[config.mk]
export PLATFORM = sky130hd
export DESIGN_NAME = multi_axis_servo_ramp_core_flat
export DESIGN_NICKNAME = d
export VERILOG_FILES = /design/src/design/msr_pkg.sv /design/src/design/msr_if.sv /design/src/design/msr_ram.sv /design/src/design/multi_axis_servo_ramp_core.sv /design/src/flat_wrapper.sv
export SDC_FILE = /design/constraint.sdc
export NUM_CORES = 2
export LEC_CHECK = 0
export ABC_CLOCK_PERIOD_IN_PS = 14900
export BUFFER_PORTS_ARGS = -buffer_cell sky130_fd_sc_hd__buf_2
export CORE_ASPECT_RATIO = 0.9
export CORE_MARGIN = 2
export CORE_UTILIZATION = 35
export CTS_CLUSTER_DIAMETER = 40
export DETAILED_ROUTE_END_ITERATION = 16
export PLACE_DENSITY = 0.55
export REMOVE_ABC_BUFFERS = 1
export SYNTH_ARGS = -nofsm -noshare
export SYNTH_HDL_FRONTEND = slang
export SYNTH_SLANG_ARGS = --single-unit
[constraint.sdc]
create_clock -name clk -period 14.9 [get_ports clk]
set_clock_uncertainty 0.2 [all_clocks]
set_input_delay 2.98 -clock clk [delete_from_list [all_inputs] [get_ports clk]]
set_output_delay 2.98 -clock clk [all_outputs]
set_load 0.01 [all_outputs]
[src/design/msr_pkg.sv]
package msr_pkg;

  localparam int NUM_AXES  = 8;
  localparam int AXW       = $clog2(NUM_AXES);
  localparam int FRAC_BITS = 16;
  localparam int POS_W     = 32;
  localparam int STEP_W    = 31;
  localparam int MODE_W    = 3;
  localparam int CNT_W     = 4;

  // Restoring divide: one quotient bit per cycle
  localparam int DIV_STEPS = STEP_W;
  localparam int DIV_CNT_W = $clog2(DIV_STEPS);

  localparam logic [MODE_W-1:0] MODE_TICK   = 3'd0;
  localparam logic [MODE_W-1:0] MODE_TARGET = 3'd1;
  localparam logic [MODE_W-1:0] MODE_ENABLE = 3'd2;
  localparam logic [MODE_W-1:0] MODE_STEP   = 3'd3;
  localparam logic [MODE_W-1:0] MODE_COORD  = 3'd4;

  localparam longint HALF = longint'(1) << (FRAC_BITS - 1);
  localparam logic [STEP_W-1:0] STEP_RST =
    STEP_W'(((64'd5 << FRAC_BITS) + 64'd50) / 64'd100);

  typedef struct packed {
    logic signed [POS_W-1:0] pos;
    logic signed [POS_W-1:0] tgt;
    logic [STEP_W-1:0]       step;
  } axis_word_t;

  localparam int WORD_W = $bits(axis_word_t);

  typedef enum logic [3:0] {
    ST_IDLE,
    ST_SWEEP,
    ST_CRD,
    ST_CLAT,
    ST_CLD,
    ST_CDIV,
    ST_CWR,
    ST_ORD,
    ST_OCAP
  } msr_state_t;

  function automatic logic signed [POS_W-1:0] home_pos(input logic [AXW-1:0] idx);
    longint h;
    h = 0;
    case (idx)
      AXW'(0): h = -HALF;
      AXW'(3): h = -20 * HALF;
      AXW'(4): h = -240 * HALF;
      AXW'(7): h = 90 * HALF;
      default: h = 0;
    endcase
    if (h > longint'(32'sh7FFF_FFFF)) begin
      h = longint'(32'sh7FFF_FFFF);
    end else if (h < -longint'(64'sh8000_0000)) begin
      h = -longint'(64'sh8000_0000);
    end
    return POS_W'(h);
  endfunction

  function automatic axis_word_t rst_word(input logic [AXW-1:0] idx);
    axis_word_t w;
    w.pos  = home_pos(idx);
    w.tgt  = home_pos(idx);
    w.step = STEP_RST;
    return w;
  endfunction

endpackage

[src/design/msr_if.sv]
interface msr_in_if;
  logic                                valid;
  logic                                ready;
  logic [msr_pkg::MODE_W-1:0]          mode;
  logic [msr_pkg::AXW-1:0]             axis;
  logic [msr_pkg::CNT_W-1:0]           axis_count;
  logic signed [msr_pkg::POS_W-1:0]    value;
  logic                                enable;

  modport source (output valid, mode, axis, axis_count, value, enable, input ready);
  modport sink   (input valid, mode, axis, axis_count, value, enable, output ready);
endinterface

interface msr_out_if;
  logic                                valid;
  logic                                ready;
  logic signed [msr_pkg::POS_W-1:0]    axis_position;
  logic [msr_pkg::STEP_W-1:0]          axis_step;
  logic [msr_pkg::NUM_AXES-1:0]        busy_mask;

  modport source (output valid, axis_position, axis_step, busy_mask, input ready);
  modport sink   (input valid, axis_position, axis_step, busy_mask, output ready);
endinterface

[src/design/msr_ram.sv]
module msr_ram #(
  parameter int WIDTH = 8,
  parameter int DEPTH = 8
) (
  input  logic                     clk,
  input  logic                     we,
  input  logic [$clog2(DEPTH)-1:0] waddr,
  input  logic [WIDTH-1:0]         wdata,
  input  logic                     re,
  input  logic [$clog2(DEPTH)-1:0] raddr,
  output logic [WIDTH-1:0]         rdata
);

  logic [WIDTH-1:0] mem [DEPTH];

  always_ff @(posedge clk) begin
    if (we) begin
      mem[waddr] <= wdata;
    end
  end

  // Hold read data while no read is issued
  always_ff @(posedge clk) begin
    if (re) begin
      rdata <= mem[raddr];
    end
  end

endmodule

[src/design/multi_axis_servo_ramp_core.sv]
// Channel | Dir | Handshake     | Transaction payload
// in_ch   | in  | valid / ready | mode, axis, axis_count, value, enable
// out_ch  | out | valid / ready | axis_position, axis_step, busy_mask
//
// One transaction at a time; every input gives exactly one result.
// Set target, set enable, set step and unused modes: read, then modify/write and report.
// Tick: one axis word per cycle through the axis RAM port, then a final step to
//   finish the last word.
// Coordinate: a sweep finds the largest distance over n axes, then each other axis is
//   read, scaled by the restoring divider and written back.
// Reset clears flags and the per-entry valid bits; an unwritten entry reads as home.
// A stalled result holds in the output register; the next input is taken meanwhile.
module multi_axis_servo_ramp_core (
  input  logic             clk,
  input  logic             rst_n,
  msr_in_if.sink           in_ch,
  msr_out_if.source        out_ch
);
  import msr_pkg::*;

  // FSM and item registers
  msr_state_t state_r, state_nxt;
  logic [MODE_W-1:0]       mode_r, mode_nxt;
  logic [AXW-1:0]          ax_r, ax_nxt;
  logic signed [POS_W-1:0] val_r, val_nxt;
  logic [AXW-1:0]          last_r, last_nxt;

  // Sweep pointers: read index runs one entry ahead of write index
  logic [AXW:0]            rd_idx_r, rd_idx_nxt;
  logic [AXW-1:0]          wr_idx_r, wr_idx_nxt;
  logic                    pend_r, pend_nxt;

  // Coordinate state
  logic [POS_W-1:0]        maxd_r, maxd_nxt;
  logic [AXW-1:0]          best_r, best_nxt;
  axis_word_t              word_r, word_nxt;
  logic [POS_W-1:0]        dist_r, dist_nxt;
  logic [POS_W-1:0]        rem_r, rem_nxt;
  logic [STEP_W-1:0]       dlo_r, dlo_nxt;
  logic [STEP_W-1:0]       quo_r, quo_nxt;
  logic [DIV_CNT_W-1:0]    div_cnt_r, div_cnt_nxt;

  // Per-axis flags
  logic [NUM_AXES-1:0]     en_r, en_nxt;
  logic [NUM_AXES-1:0]     busy_r, busy_nxt;
  logic [NUM_AXES-1:0]     vld_r, vld_nxt;

  // Output register
  logic                    out_valid_r, out_valid_nxt;
  logic signed [POS_W-1:0] out_pos_r, out_pos_nxt;
  logic [STEP_W-1:0]       out_step_r, out_step_nxt;
  logic [NUM_AXES-1:0]     out_busy_r, out_busy_nxt;

  // RAM port
  logic                    ram_we, ram_re;
  logic [AXW-1:0]          ram_waddr, ram_raddr;
  axis_word_t              ram_wdata;
  logic [WORD_W-1:0]       ram_rdata;
  logic [AXW-1:0]          raddr_q_r;
  axis_word_t              rword;

  // Datapath helpers
  logic signed [POS_W+1:0] p34, t34, s34, lo34, hi34, np34;
  logic                    outside;
  logic signed [POS_W-1:0] np32;
  logic signed [POS_W:0]   d33;
  logic [POS_W:0]          abs33;
  logic [POS_W-1:0]        rdist;
  logic [STEP_W+POS_W-1:0] prod;
  logic [POS_W:0]          trial;
  logic                    trial_ge;
  logic [AXW+1:0]          last_sum;
  logic                    in_fire;
  logic                    out_free;

  msr_ram #(
    .WIDTH (WORD_W),
    .DEPTH (NUM_AXES)
  ) u_axis_ram (
    .clk   (clk),
    .we    (ram_we),
    .waddr (ram_waddr),
    .wdata (ram_wdata),
    .re    (ram_re),
    .raddr (ram_raddr),
    .rdata (ram_rdata)
  );

  // An entry never written reads as its home word
  assign rword = vld_r[raddr_q_r] ? axis_word_t'(ram_rdata) : rst_word(raddr_q_r);

  // Tick arithmetic on the word just read, widened so that p +/- s cannot wrap
  always_comb begin
    p34     = (POS_W+2)'(rword.pos);
    t34     = (POS_W+2)'(rword.tgt);
    s34     = (POS_W+2)'({1'b0, rword.step});
    lo34    = p34 - s34;
    hi34    = p34 + s34;
    outside = (t34 < lo34) || (t34 > hi34);
    np34    = (t34 > p34) ? hi34 : lo34;
    if (np34 > (POS_W+2)'(32'sh7FFF_FFFF)) begin
      np32 = 32'sh7FFF_FFFF;
    end else if (np34 < -(POS_W+2)'(34'sh0_8000_0000)) begin
      np32 = 32'sh8000_0000;
    end else begin
      np32 = np34[POS_W-1:0];
    end
    d33   = (POS_W+1)'(rword.tgt) - (POS_W+1)'(rword.pos);
    abs33 = d33[POS_W] ? (POS_W+1)'(-d33) : (POS_W+1)'(d33);
    rdist = abs33[POS_W-1:0];
  end

  assign prod     = (STEP_W+POS_W)'(word_r.step) * (STEP_W+POS_W)'(dist_r);
  assign trial    = {rem_r, dlo_r[STEP_W-1]};
  assign trial_ge = trial >= {1'b0, maxd_r};
  assign last_sum = (AXW+2)'(in_ch.axis) + (AXW+2)'(in_ch.axis_count) - (AXW+2)'(1);

  assign in_ch.ready          = (state_r == ST_IDLE);
  assign in_fire              = in_ch.valid && in_ch.ready;
  assign out_free             = !out_valid_r || out_ch.ready;
  assign out_ch.valid         = out_valid_r;
  assign out_ch.axis_position = out_pos_r;
  assign out_ch.axis_step     = out_step_r;
  assign out_ch.busy_mask     = out_busy_r;

  always_comb begin
    state_nxt     = state_r;
    mode_nxt      = mode_r;
    ax_nxt        = ax_r;
    val_nxt       = val_r;
    last_nxt      = last_r;
    rd_idx_nxt    = rd_idx_r;
    wr_idx_nxt    = wr_idx_r;
    pend_nxt      = pend_r;
    maxd_nxt      = maxd_r;
    best_nxt      = best_r;
    word_nxt      = word_r;
    dist_nxt      = dist_r;
    rem_nxt       = rem_r;
    dlo_nxt       = dlo_r;
    quo_nxt       = quo_r;
    div_cnt_nxt   = div_cnt_r;
    en_nxt        = en_r;
    busy_nxt      = busy_r;
    vld_nxt       = vld_r;
    out_valid_nxt = out_valid_r;
    out_pos_nxt   = out_pos_r;
    out_step_nxt  = out_step_r;
    out_busy_nxt  = out_busy_r;
    ram_we        = 1'b0;
    ram_waddr     = wr_idx_r;
    ram_wdata     = rword;
    ram_re        = 1'b0;
    ram_raddr     = ax_r;

    // Drain the result register
    if (out_valid_r && out_ch.ready) begin
      out_valid_nxt = 1'b0;
    end

    case (state_r)
      ST_IDLE: begin
        if (in_fire) begin
          mode_nxt   = in_ch.mode;
          ax_nxt     = in_ch.axis;
          val_nxt    = in_ch.value;
          pend_nxt   = 1'b0;
          if (in_ch.mode == MODE_ENABLE) begin
            en_nxt[in_ch.axis] = in_ch.enable;
          end
          if (in_ch.mode == MODE_TICK) begin
            rd_idx_nxt = '0;
            last_nxt   = AXW'(NUM_AXES - 1);
            state_nxt  = ST_SWEEP;
          end else if (in_ch.mode == MODE_COORD && in_ch.axis_count != '0) begin
            rd_idx_nxt = (AXW+1)'(in_ch.axis);
            last_nxt   = (last_sum > (AXW+2)'(NUM_AXES - 1)) ?
                         AXW'(NUM_AXES - 1) : last_sum[AXW-1:0];
            state_nxt  = ST_SWEEP;
          end else begin
            state_nxt  = ST_ORD;
          end
        end
      end

      // Stream the range through the RAM: issue read i+1 while handling word i
      ST_SWEEP: begin
        if (rd_idx_r <= {1'b0, last_r}) begin
          ram_re     = 1'b1;
          ram_raddr  = rd_idx_r[AXW-1:0];
          wr_idx_nxt = rd_idx_r[AXW-1:0];
          rd_idx_nxt = rd_idx_r + 1'b1;
          pend_nxt   = 1'b1;
        end else begin
          pend_nxt   = 1'b0;
        end
        if (pend_r) begin
          if (mode_r == MODE_TICK) begin
            if (en_r[wr_idx_r]) begin
              busy_nxt[wr_idx_r] = outside;
              if (outside) begin
                ram_we             = 1'b1;
                ram_waddr          = wr_idx_r;
                ram_wdata          = rword;
                ram_wdata.pos      = np32;
                vld_nxt[wr_idx_r]  = 1'b1;
              end
            end
          end else if (wr_idx_r == ax_r || rdist > maxd_r) begin
            // First axis seeds the maximum; ties keep the earlier axis
            maxd_nxt = rdist;
            best_nxt = wr_idx_r;
          end
        end
        if (rd_idx_r > {1'b0, last_r}) begin
          if (mode_r == MODE_TICK || maxd_nxt == '0) begin
            state_nxt = ST_ORD;
          end else begin
            rd_idx_nxt = (AXW+1)'(ax_r);
            state_nxt  = ST_CRD;
          end
        end
      end

      ST_CRD: begin
        if (rd_idx_r > {1'b0, last_r}) begin
          state_nxt = ST_ORD;
        end else if (rd_idx_r[AXW-1:0] == best_r) begin
          rd_idx_nxt = rd_idx_r + 1'b1;
        end else begin
          ram_re     = 1'b1;
          ram_raddr  = rd_idx_r[AXW-1:0];
          wr_idx_nxt = rd_idx_r[AXW-1:0];
          rd_idx_nxt = rd_idx_r + 1'b1;
          state_nxt  = ST_CLAT;
        end
      end

      ST_CLAT: begin
        word_nxt  = rword;
        dist_nxt  = rdist;
        state_nxt = ST_CLD;
      end

      // Product step * dist; quotient fits the step width since dist <= maxd
      ST_CLD: begin
        rem_nxt     = prod[STEP_W+POS_W-1:STEP_W];
        dlo_nxt     = prod[STEP_W-1:0];
        quo_nxt     = '0;
        div_cnt_nxt = '0;
        state_nxt   = ST_CDIV;
      end

      ST_CDIV: begin
        rem_nxt     = trial_ge ? POS_W'(trial - {1'b0, maxd_r}) : trial[POS_W-1:0];
        dlo_nxt     = {dlo_r[STEP_W-2:0], 1'b0};
        quo_nxt     = {quo_r[STEP_W-2:0], trial_ge};
        div_cnt_nxt = div_cnt_r + 1'b1;
        if (div_cnt_r == DIV_CNT_W'(DIV_STEPS - 1)) begin
          state_nxt = ST_CWR;
        end
      end

      ST_CWR: begin
        ram_we            = 1'b1;
        ram_waddr         = wr_idx_r;
        ram_wdata         = word_r;
        ram_wdata.step    = quo_r;
        vld_nxt[wr_idx_r] = 1'b1;
        state_nxt         = ST_CRD;
      end

      ST_ORD: begin
        ram_re    = 1'b1;
        ram_raddr = ax_r;
        state_nxt = ST_OCAP;
      end

      // Modify the addressed word for set target / set step and report it
      ST_OCAP: begin
        if (out_free) begin
          ram_wdata = rword;
          ram_waddr = ax_r;
          if (mode_r == MODE_TARGET) begin
            ram_wdata.tgt = val_r;
            ram_we        = 1'b1;
          end else if (mode_r == MODE_STEP) begin
            ram_wdata.step = val_r[POS_W-1] ? '0 : val_r[STEP_W-1:0];
            ram_we         = 1'b1;
          end
          if (ram_we) begin
            vld_nxt[ax_r] = 1'b1;
          end
          out_valid_nxt = 1'b1;
          out_pos_nxt   = ram_wdata.pos;
          out_step_nxt  = ram_wdata.step;
          out_busy_nxt  = busy_r;
          state_nxt     = ST_IDLE;
        end
      end

      default: begin
        state_nxt = ST_IDLE;
      end
    endcase
  end

  always_ff @(posedge clk) begin
    if (!rst_n) begin
      state_r     <= ST_IDLE;
      pend_r      <= 1'b0;
      en_r        <= '0;
      busy_r      <= '0;
      vld_r       <= '0;
      out_valid_r <= 1'b0;
    end else begin
      state_r     <= state_nxt;
      pend_r      <= pend_nxt;
      en_r        <= en_nxt;
      busy_r      <= busy_nxt;
      vld_r       <= vld_nxt;
      out_valid_r <= out_valid_nxt;
    end
  end

  always_ff @(posedge clk) begin
    mode_r     <= mode_nxt;
    ax_r       <= ax_nxt;
    val_r      <= val_nxt;
    last_r     <= last_nxt;
    rd_idx_r   <= rd_idx_nxt;
    wr_idx_r   <= wr_idx_nxt;
    maxd_r     <= maxd_nxt;
    best_r     <= best_nxt;
    word_r     <= word_nxt;
    dist_r     <= dist_nxt;
    rem_r      <= rem_nxt;
    dlo_r      <= dlo_nxt;
    quo_r      <= quo_nxt;
    div_cnt_r  <= div_cnt_nxt;
    out_pos_r  <= out_pos_nxt;
    out_step_r <= out_step_nxt;
    out_busy_r <= out_busy_nxt;
    if (ram_re) begin
      raddr_q_r <= ram_raddr;
    end
  end

endmodule

[src/flat_wrapper.sv]
// flat-port wrapper written by rule: the top's interface ports become plain ports
module multi_axis_servo_ramp_core_flat import msr_pkg::*;
  (clk, rst_n, in_ch_valid, in_ch_mode, in_ch_axis, in_ch_axis_count, in_ch_value, in_ch_enable, in_ch_ready, out_ch_valid, out_ch_axis_position, out_ch_axis_step, out_ch_busy_mask, out_ch_ready);
  msr_in_if in_ch_i ();
  msr_out_if out_ch_i ();
  input  logic clk;
  input  logic rst_n;
  input wire logic [$bits(in_ch_i.valid)-1:0] in_ch_valid;
  input wire logic [$bits(in_ch_i.mode)-1:0] in_ch_mode;
  input wire logic [$bits(in_ch_i.axis)-1:0] in_ch_axis;
  input wire logic [$bits(in_ch_i.axis_count)-1:0] in_ch_axis_count;
  input wire logic [$bits(in_ch_i.value)-1:0] in_ch_value;
  input wire logic [$bits(in_ch_i.enable)-1:0] in_ch_enable;
  output wire logic [$bits(in_ch_i.ready)-1:0] in_ch_ready;
  output wire logic [$bits(out_ch_i.valid)-1:0] out_ch_valid;
  output wire logic [$bits(out_ch_i.axis_position)-1:0] out_ch_axis_position;
  output wire logic [$bits(out_ch_i.axis_step)-1:0] out_ch_axis_step;
  output wire logic [$bits(out_ch_i.busy_mask)-1:0] out_ch_busy_mask;
  input wire logic [$bits(out_ch_i.ready)-1:0] out_ch_ready;
  assign in_ch_i.valid = in_ch_valid;
  assign in_ch_i.mode = in_ch_mode;
  assign in_ch_i.axis = in_ch_axis;
  assign in_ch_i.axis_count = in_ch_axis_count;
  assign in_ch_i.value = in_ch_value;
  assign in_ch_i.enable = in_ch_enable;
  assign in_ch_ready = in_ch_i.ready;
  assign out_ch_valid = out_ch_i.valid;
  assign out_ch_axis_position = out_ch_i.axis_position;
  assign out_ch_axis_step = out_ch_i.axis_step;
  assign out_ch_busy_mask = out_ch_i.busy_mask;
  assign out_ch_i.ready = out_ch_ready;
  multi_axis_servo_ramp_core u_core (.clk(clk), .rst_n(rst_n), .in_ch(in_ch_i), .out_ch(out_ch_i));
endmodule
==> After elaboration in Yosys (flattened, before gate mapping) <==
Memories as Yosys holds them, arrays and structs flattened. A register that Yosys moved wholly into a read port is not among the register bits.
Cells that the tools add are included.
{ "word_totals": {"register_bits": 413, "ram_bits": 760, "out_inout_bits": 73, "word_cells": 222, "mem_count": 1} }
{ "memory_table": {"columns": ["memory", "words", "width", "read_ports", "rd_ports_with_merged_regs", "write_ports", "line_no", "text"], "rows": [
  ["u_core.u_axis_ram.mem", 8, 95, 1, 1, 1, "msr_ram.sv:14", "logic [WIDTH-1:0] mem [DEPTH];"]
]} }
{ "classes": {"addsub": 9, "multipliers": 1, "order_cmp": 19, "n_eq_ne": 32, "n_mux": 97, "bitwise_logic": 3, "reduce_logical": 34} }
{ "ops": {"columns": ["op", "n"], "rows": [
  ["95-bit 2-to-1 mux", 5],
  ["32-bit 2-to-1 mux", 11],
  ["95-bit one-hot mux with 3 select lines", 1],
  ["64-bit one-hot mux with 4 select lines", 1],
  ["31-bit one-hot mux with 2 select lines", 2],
  ["31-bit 2-to-1 mux", 3],
  ["32-bit by 32-bit subtractor with 33-bit output", 2],
  ["32-bit > comparator", 2],
  ["64-bit by 32-bit > comparator with 1-bit output (second input constant)", 1],
  ["64-bit by 32-bit less-than comparator with 1-bit output (second input constant)", 1],
  ["32-bit one-hot mux with 2 select lines", 1],
  ["31-bit by 32-bit multiplier with 63-bit output", 1],
  ["63-bit 2-to-1 mux", 1],
  ["4-bit 2-to-1 mux", 14],
  ["8-bit 2-to-1 mux", 6],
  ["3-bit 2-to-1 mux", 12],
  ["4-bit one-hot mux with 9 select lines", 1],
  ["34-bit by 32-bit > comparator with 1-bit output (second input constant)", 1],
  ["34-bit by 32-bit less-than comparator with 1-bit output (second input constant)", 1],
  ["34-bit 2-to-1 mux", 1],
  ["32-bit by 32-bit adder with 33-bit output", 1],
  ["33-bit by 32-bit greater-or-equal comparator with 1-bit output", 1],
  ["32-bit by 33-bit > comparator with 1-bit output", 1],
  ["32-bit by 33-bit less-than comparator with 1-bit output", 1],
  ["50 further kinds", 123]
]} }

==> Logic depth before layout (Yosys ltp) <==
{ "depth": {"depth_word": 20, "depth_mapped": 44, "ltp_nobuf": 39} }

==> Hierarchy <==
Synthesis repeated with hierarchy kept, for this count alone.
{ "hier_totals": {"hier_cells": 7977, "hier_area_um2": 92229.7} }
{ "modules_own_cells": {"columns": ["module", "instances", "cells_each", "area_per_inst_um2", "seq_area_each_um2"], "rows": [
  ["multi_axis_servo_ramp_core", 1, 6771, 60839.6, 12101.6],
  ["msr_ram", 1, 1206, 31390.1, 25674.6]
]} }

==> Worst setup path after synthesis <==
OpenSTA, ideal clock, no wires.
{ "synth_path": {"kind": "reg2reg", "startpoint": "register u_core.raddr_q_r[1]", "endpoint": "memory u_core.u_axis_ram.mem[6][0] (netlist name) (enable)", "setup_time_ns": 0.551, "arrival_ns": 11.642, "required_ns": 14.149, "setup_slack_ns": 2.507, "path_stages_with_launch": 42, "n_path_buf": 6, "path_cell_list": "edfxtp_1 -> buf_6 -> mux2i_1 -> a22o_2 -> nor2_4 -> buf_2 -> buf_1 -> clkbuf_1 -> buf_1 -> clkbuf_1 -> nand2_1 -> inv_1 -> ha_1 -> nand2b_1 -> a21oi_1 -> o21bai_1 -> a21boi_0 -> o21ai_0 -> [... 6 more ...] -> a21oi_1 -> xnor2_1 -> ha_1 -> a21o_1 -> a21o_1 -> a21o_1 -> a21oi_1 -> nor2b_1 -> o21ai_0 -> nand2b_1 -> a221o_1 -> a21oi_1 -> o311ai_0 -> o41ai_1 -> or4_1 -> nand2_1 -> a21bo_2 -> nor2_1"} }
{ "synth_lines": {"columns": ["element", "line_no", "text"], "rows": [
  ["from (decl)", "multi_axis_servo_ramp_core.sv:59", "logic [AXW-1:0] raddr_q_r;"],
  ["from (signal assigned)", "multi_axis_servo_ramp_core.sv:345", "raddr_q_r <= ram_raddr;"],
  ["to (decl)", "msr_ram.sv:14", null]
]} }

==> results.json <==
{
  "cts.hold.buffers_added": 0,
  "ys_top_cells_by_area": "edfxtp_1 41%, fa_1 19%, ha_1 6.4%",
  "grt_overflow_total": 0,
  "die_area_um2": 265300,
  "crit_start": "u_core.raddr_q_r[1]",
  "port_buffers": 119,
  "antenna_found_initial": 18,
  "post_cts_buffers": 0,
  "via_count": 61988,
  "yosys-top-cells-count": "1408 x nand2_1, 1238 x edfxtp_1, 1135 x inv_1, 871 x fa_1, 466 x ha_1",
  "syn_avg_cell_area_um2": 11.37,
  "synth_edf_count": 1238,
  "hold_violations": 0,
  "max_cap_viol_count": 0,
  "die_y_um": 488.8,
  "critPathKind": "reg -> reg",
  "die_w_um": 542.7,
  "clk_pin_slew_worst_paths_ns": 0.05,
  "place.gp.congestion": 0.9148,
  "numCtsBuffers": 192,
  "ys.flop_type": "edfxtp_1",
  "initial_core_util": 0.3528,
  "htree_levels": 4,
  "hp-start": "u_core.busy_r[2]",
  "cpMaxStageDelayCell": "or4_1",
  "synth_top_area_frac": 0.4067,
  "layout.nets": 9460,
  "relSlewSlack": 0.1978,
  "place_ws_ns": 2.423,
  "drt-total-wl_um": 271700,
  "slew_violations": 0,
  "coreArea_um2": 259100,
  "fin_cells": 11652,
  "yosysWarningCount": 0,
  "num-fill-cells": 24734,
  "critPathBufInv": 3,
  "num_io_pins": 120,
  "grt_pass1_wl_um": 411400,
  "max_stage_delay_ns": 0.88,
  "hpwl_um": 193200,
  "setup_viol": 0,
  "netlist_instances": 8040,
  "rsz0062_at_grt": "no",
  "path_delay_family": "simple AND/OR/NAND/NOR gates",
  "post_cts_resized": 0,
  "fmax_mhz": 77.99,
  "yosysTopAreaCell": "edfxtp_1",
  "yosys.cell_count.top_type": "nand2_1",
  "wl_per_cell_um": 23.32,
  "tritoncts": "done",
  "syn2layout_area_growth_pct": 12.44,
  "end_kind": "flop",
  "grt_pass1_vias": 64058,
  "grt_use_total": 0.2060,
  "postRouteAntennaNets": 0,
  "rows": 177,
  "drt_iter0_markers": 5257,
  "ys_types": 99,
  "multi_input_area_um2": 47930,
  "ys_ff_latch": 1268,
  "grt_max_degree": 130,
  "cts-root-buf": "clkbuf_16",
  "critPathArrivalTime_ns": 13.06,
  "synth_async_sr_flop_share": 0,
  "route.detailed.drc": 0,
  "fin_crit_sh": 0.8606,
  "cts_buffer_depth": 3,
  "required_ns": 15.14,
  "viasPerCell": 5.320,
  "critPathLaunchType": "flop",
  "first_pass_iters": 6,
  "dp.cells": 11283,
  "min_period_ns": 12.82,
  "status": "complete, no violations",
  "fin_ws_ns": 2.077,
  "tightestPinTransition_ns": 1.191,
  "drive_above_1_share": 0.1088,
  "crit_fanout": 26,
  "cts_sinks": 1268,
  "clock_latency_ns": 0.87,
  "syn_area_um2": 91410,
  "seq_area_frac_synth": 0.4132,
  "r2r_start": "u_core.raddr_q_r[1]",
  "min_path_type": "reg -> reg",
  "seq_area_um2": 37780
}
[path summary, 6_finish.rpt]
check,endpoint,slack (ns),cells past startpoint
setup reg to reg,u_core.u_axis_ram.mem[0][75],2.08,35
hold / removal,u_core.out_ch.busy_mask[2],0.23,0
hold reg to reg,u_core.out_ch.busy_mask[2],0.23,0
setup / recovery,u_core.u_axis_ram.mem[0][75],2.08,35
[logic make-up (layout without fill, tap and decap cells)]
| logic type | Yosys count | count (layout) | synth area share |
|---|---|---|---|
| compound gates | 1053 | 1053 | 0.07646 |
| xor+xnor | 208 | 208 | 0.01993 |
| fa+ha+maj | 1352 | 1352 | 0.2562 |
| buf+inv | 1558 | 1762 | 0.06439 |
| flops | 1268 | 1268 | 0.4132 |
| mux | 255 | 255 | 0.05448 |
| other cells | 0 | 7 | 0 |
| simple gates | 2346 | 2346 | 0.1153 |
[sequential cells by signal (all words and copies together) (netlist names), 4 cells and up]
signal,flops
u_core.busy_r,8
u_core.dist_r,32
u_core.div_cnt_r,5
u_core.dlo_r,31
u_core.en_r,8
u_core.maxd_r,32
u_core.out_ch.axis_position,32
u_core.out_ch.axis_step,31
u_core.out_ch.busy_mask,8
u_core.quo_r,31
u_core.rd_idx_r,4
u_core.rem_r,32
u_core.state_r,4
u_core.u_axis_ram.mem,760
u_core.u_axis_ram.rdata,95
u_core.val_r,32
u_core.vld_r,8
u_core.word_r,95
[routing by layer]
| metal | track usage | part of all wire |
|---|---|---|
| met1 | 0.2869 | 0.44 |
| met2 | 0.3362 | 0.47 |
| met3 | 0.02945 | 0.065 |
| met4 | 0.05499 | 0.025 |
| met5 | 0 | 0.000048 |
[area by class of cell]
cell class                 instances  area share
antenna                            7   0.0001704
sequential                      1268      0.3675
inverter                        1142     0.04175
multi-input combinational       5214      0.4663
clock buffer                     217     0.04796
clock inverter                   145     0.01815
timing repair buffer             258     0.01668
tap                             3401     0.04140
[worst register-to-register path, delay by kind of cell (launching register included)]
kind | cells | cell delay, ns
compound gates | 14 | 4.72
xor+xnor | 1 | 0.16
fa+ha+maj | 3 | 0.98
buf+inv | 3 | 0.60
flops | 1 | 0.54
mux | 1 | 0.33
simple gates | 13 | 4.93
[metrics by stage]
step	TNS [ns]	hold WS [ns]	cell area, um^2	util
2_1_floorplan	-609.75	0.2080	89810	-
3_3_place_gp	0	0.2256	95960	0.3704
3_5_place_dp	0	0.2168	95970	0.3704
4_1_cts	0	0.2291	102800	0.3966
5_1_grt	0	0.2435	102800	0.3966
6_report	0	0.2274	102800	0.3967
[placed cells by master, fill, tap and decap left out, types with 190 or more instances in the layout]
cell type  netlist  routed
nand2_1       1408    1405
edfxtp_1      1238    1238
inv_1         1135    1133
fa_1           871     871
ha_1           466     466
a21oi_1        273     271
nor2_1         269     261
and2_1         231     230
o21ai_0        220     219
clkbuf_16        0     193
mux4_2         190     190
Power is not shown: default switching activity piles up to over one toggle a cycle in this logic, so the estimate is an artifact.
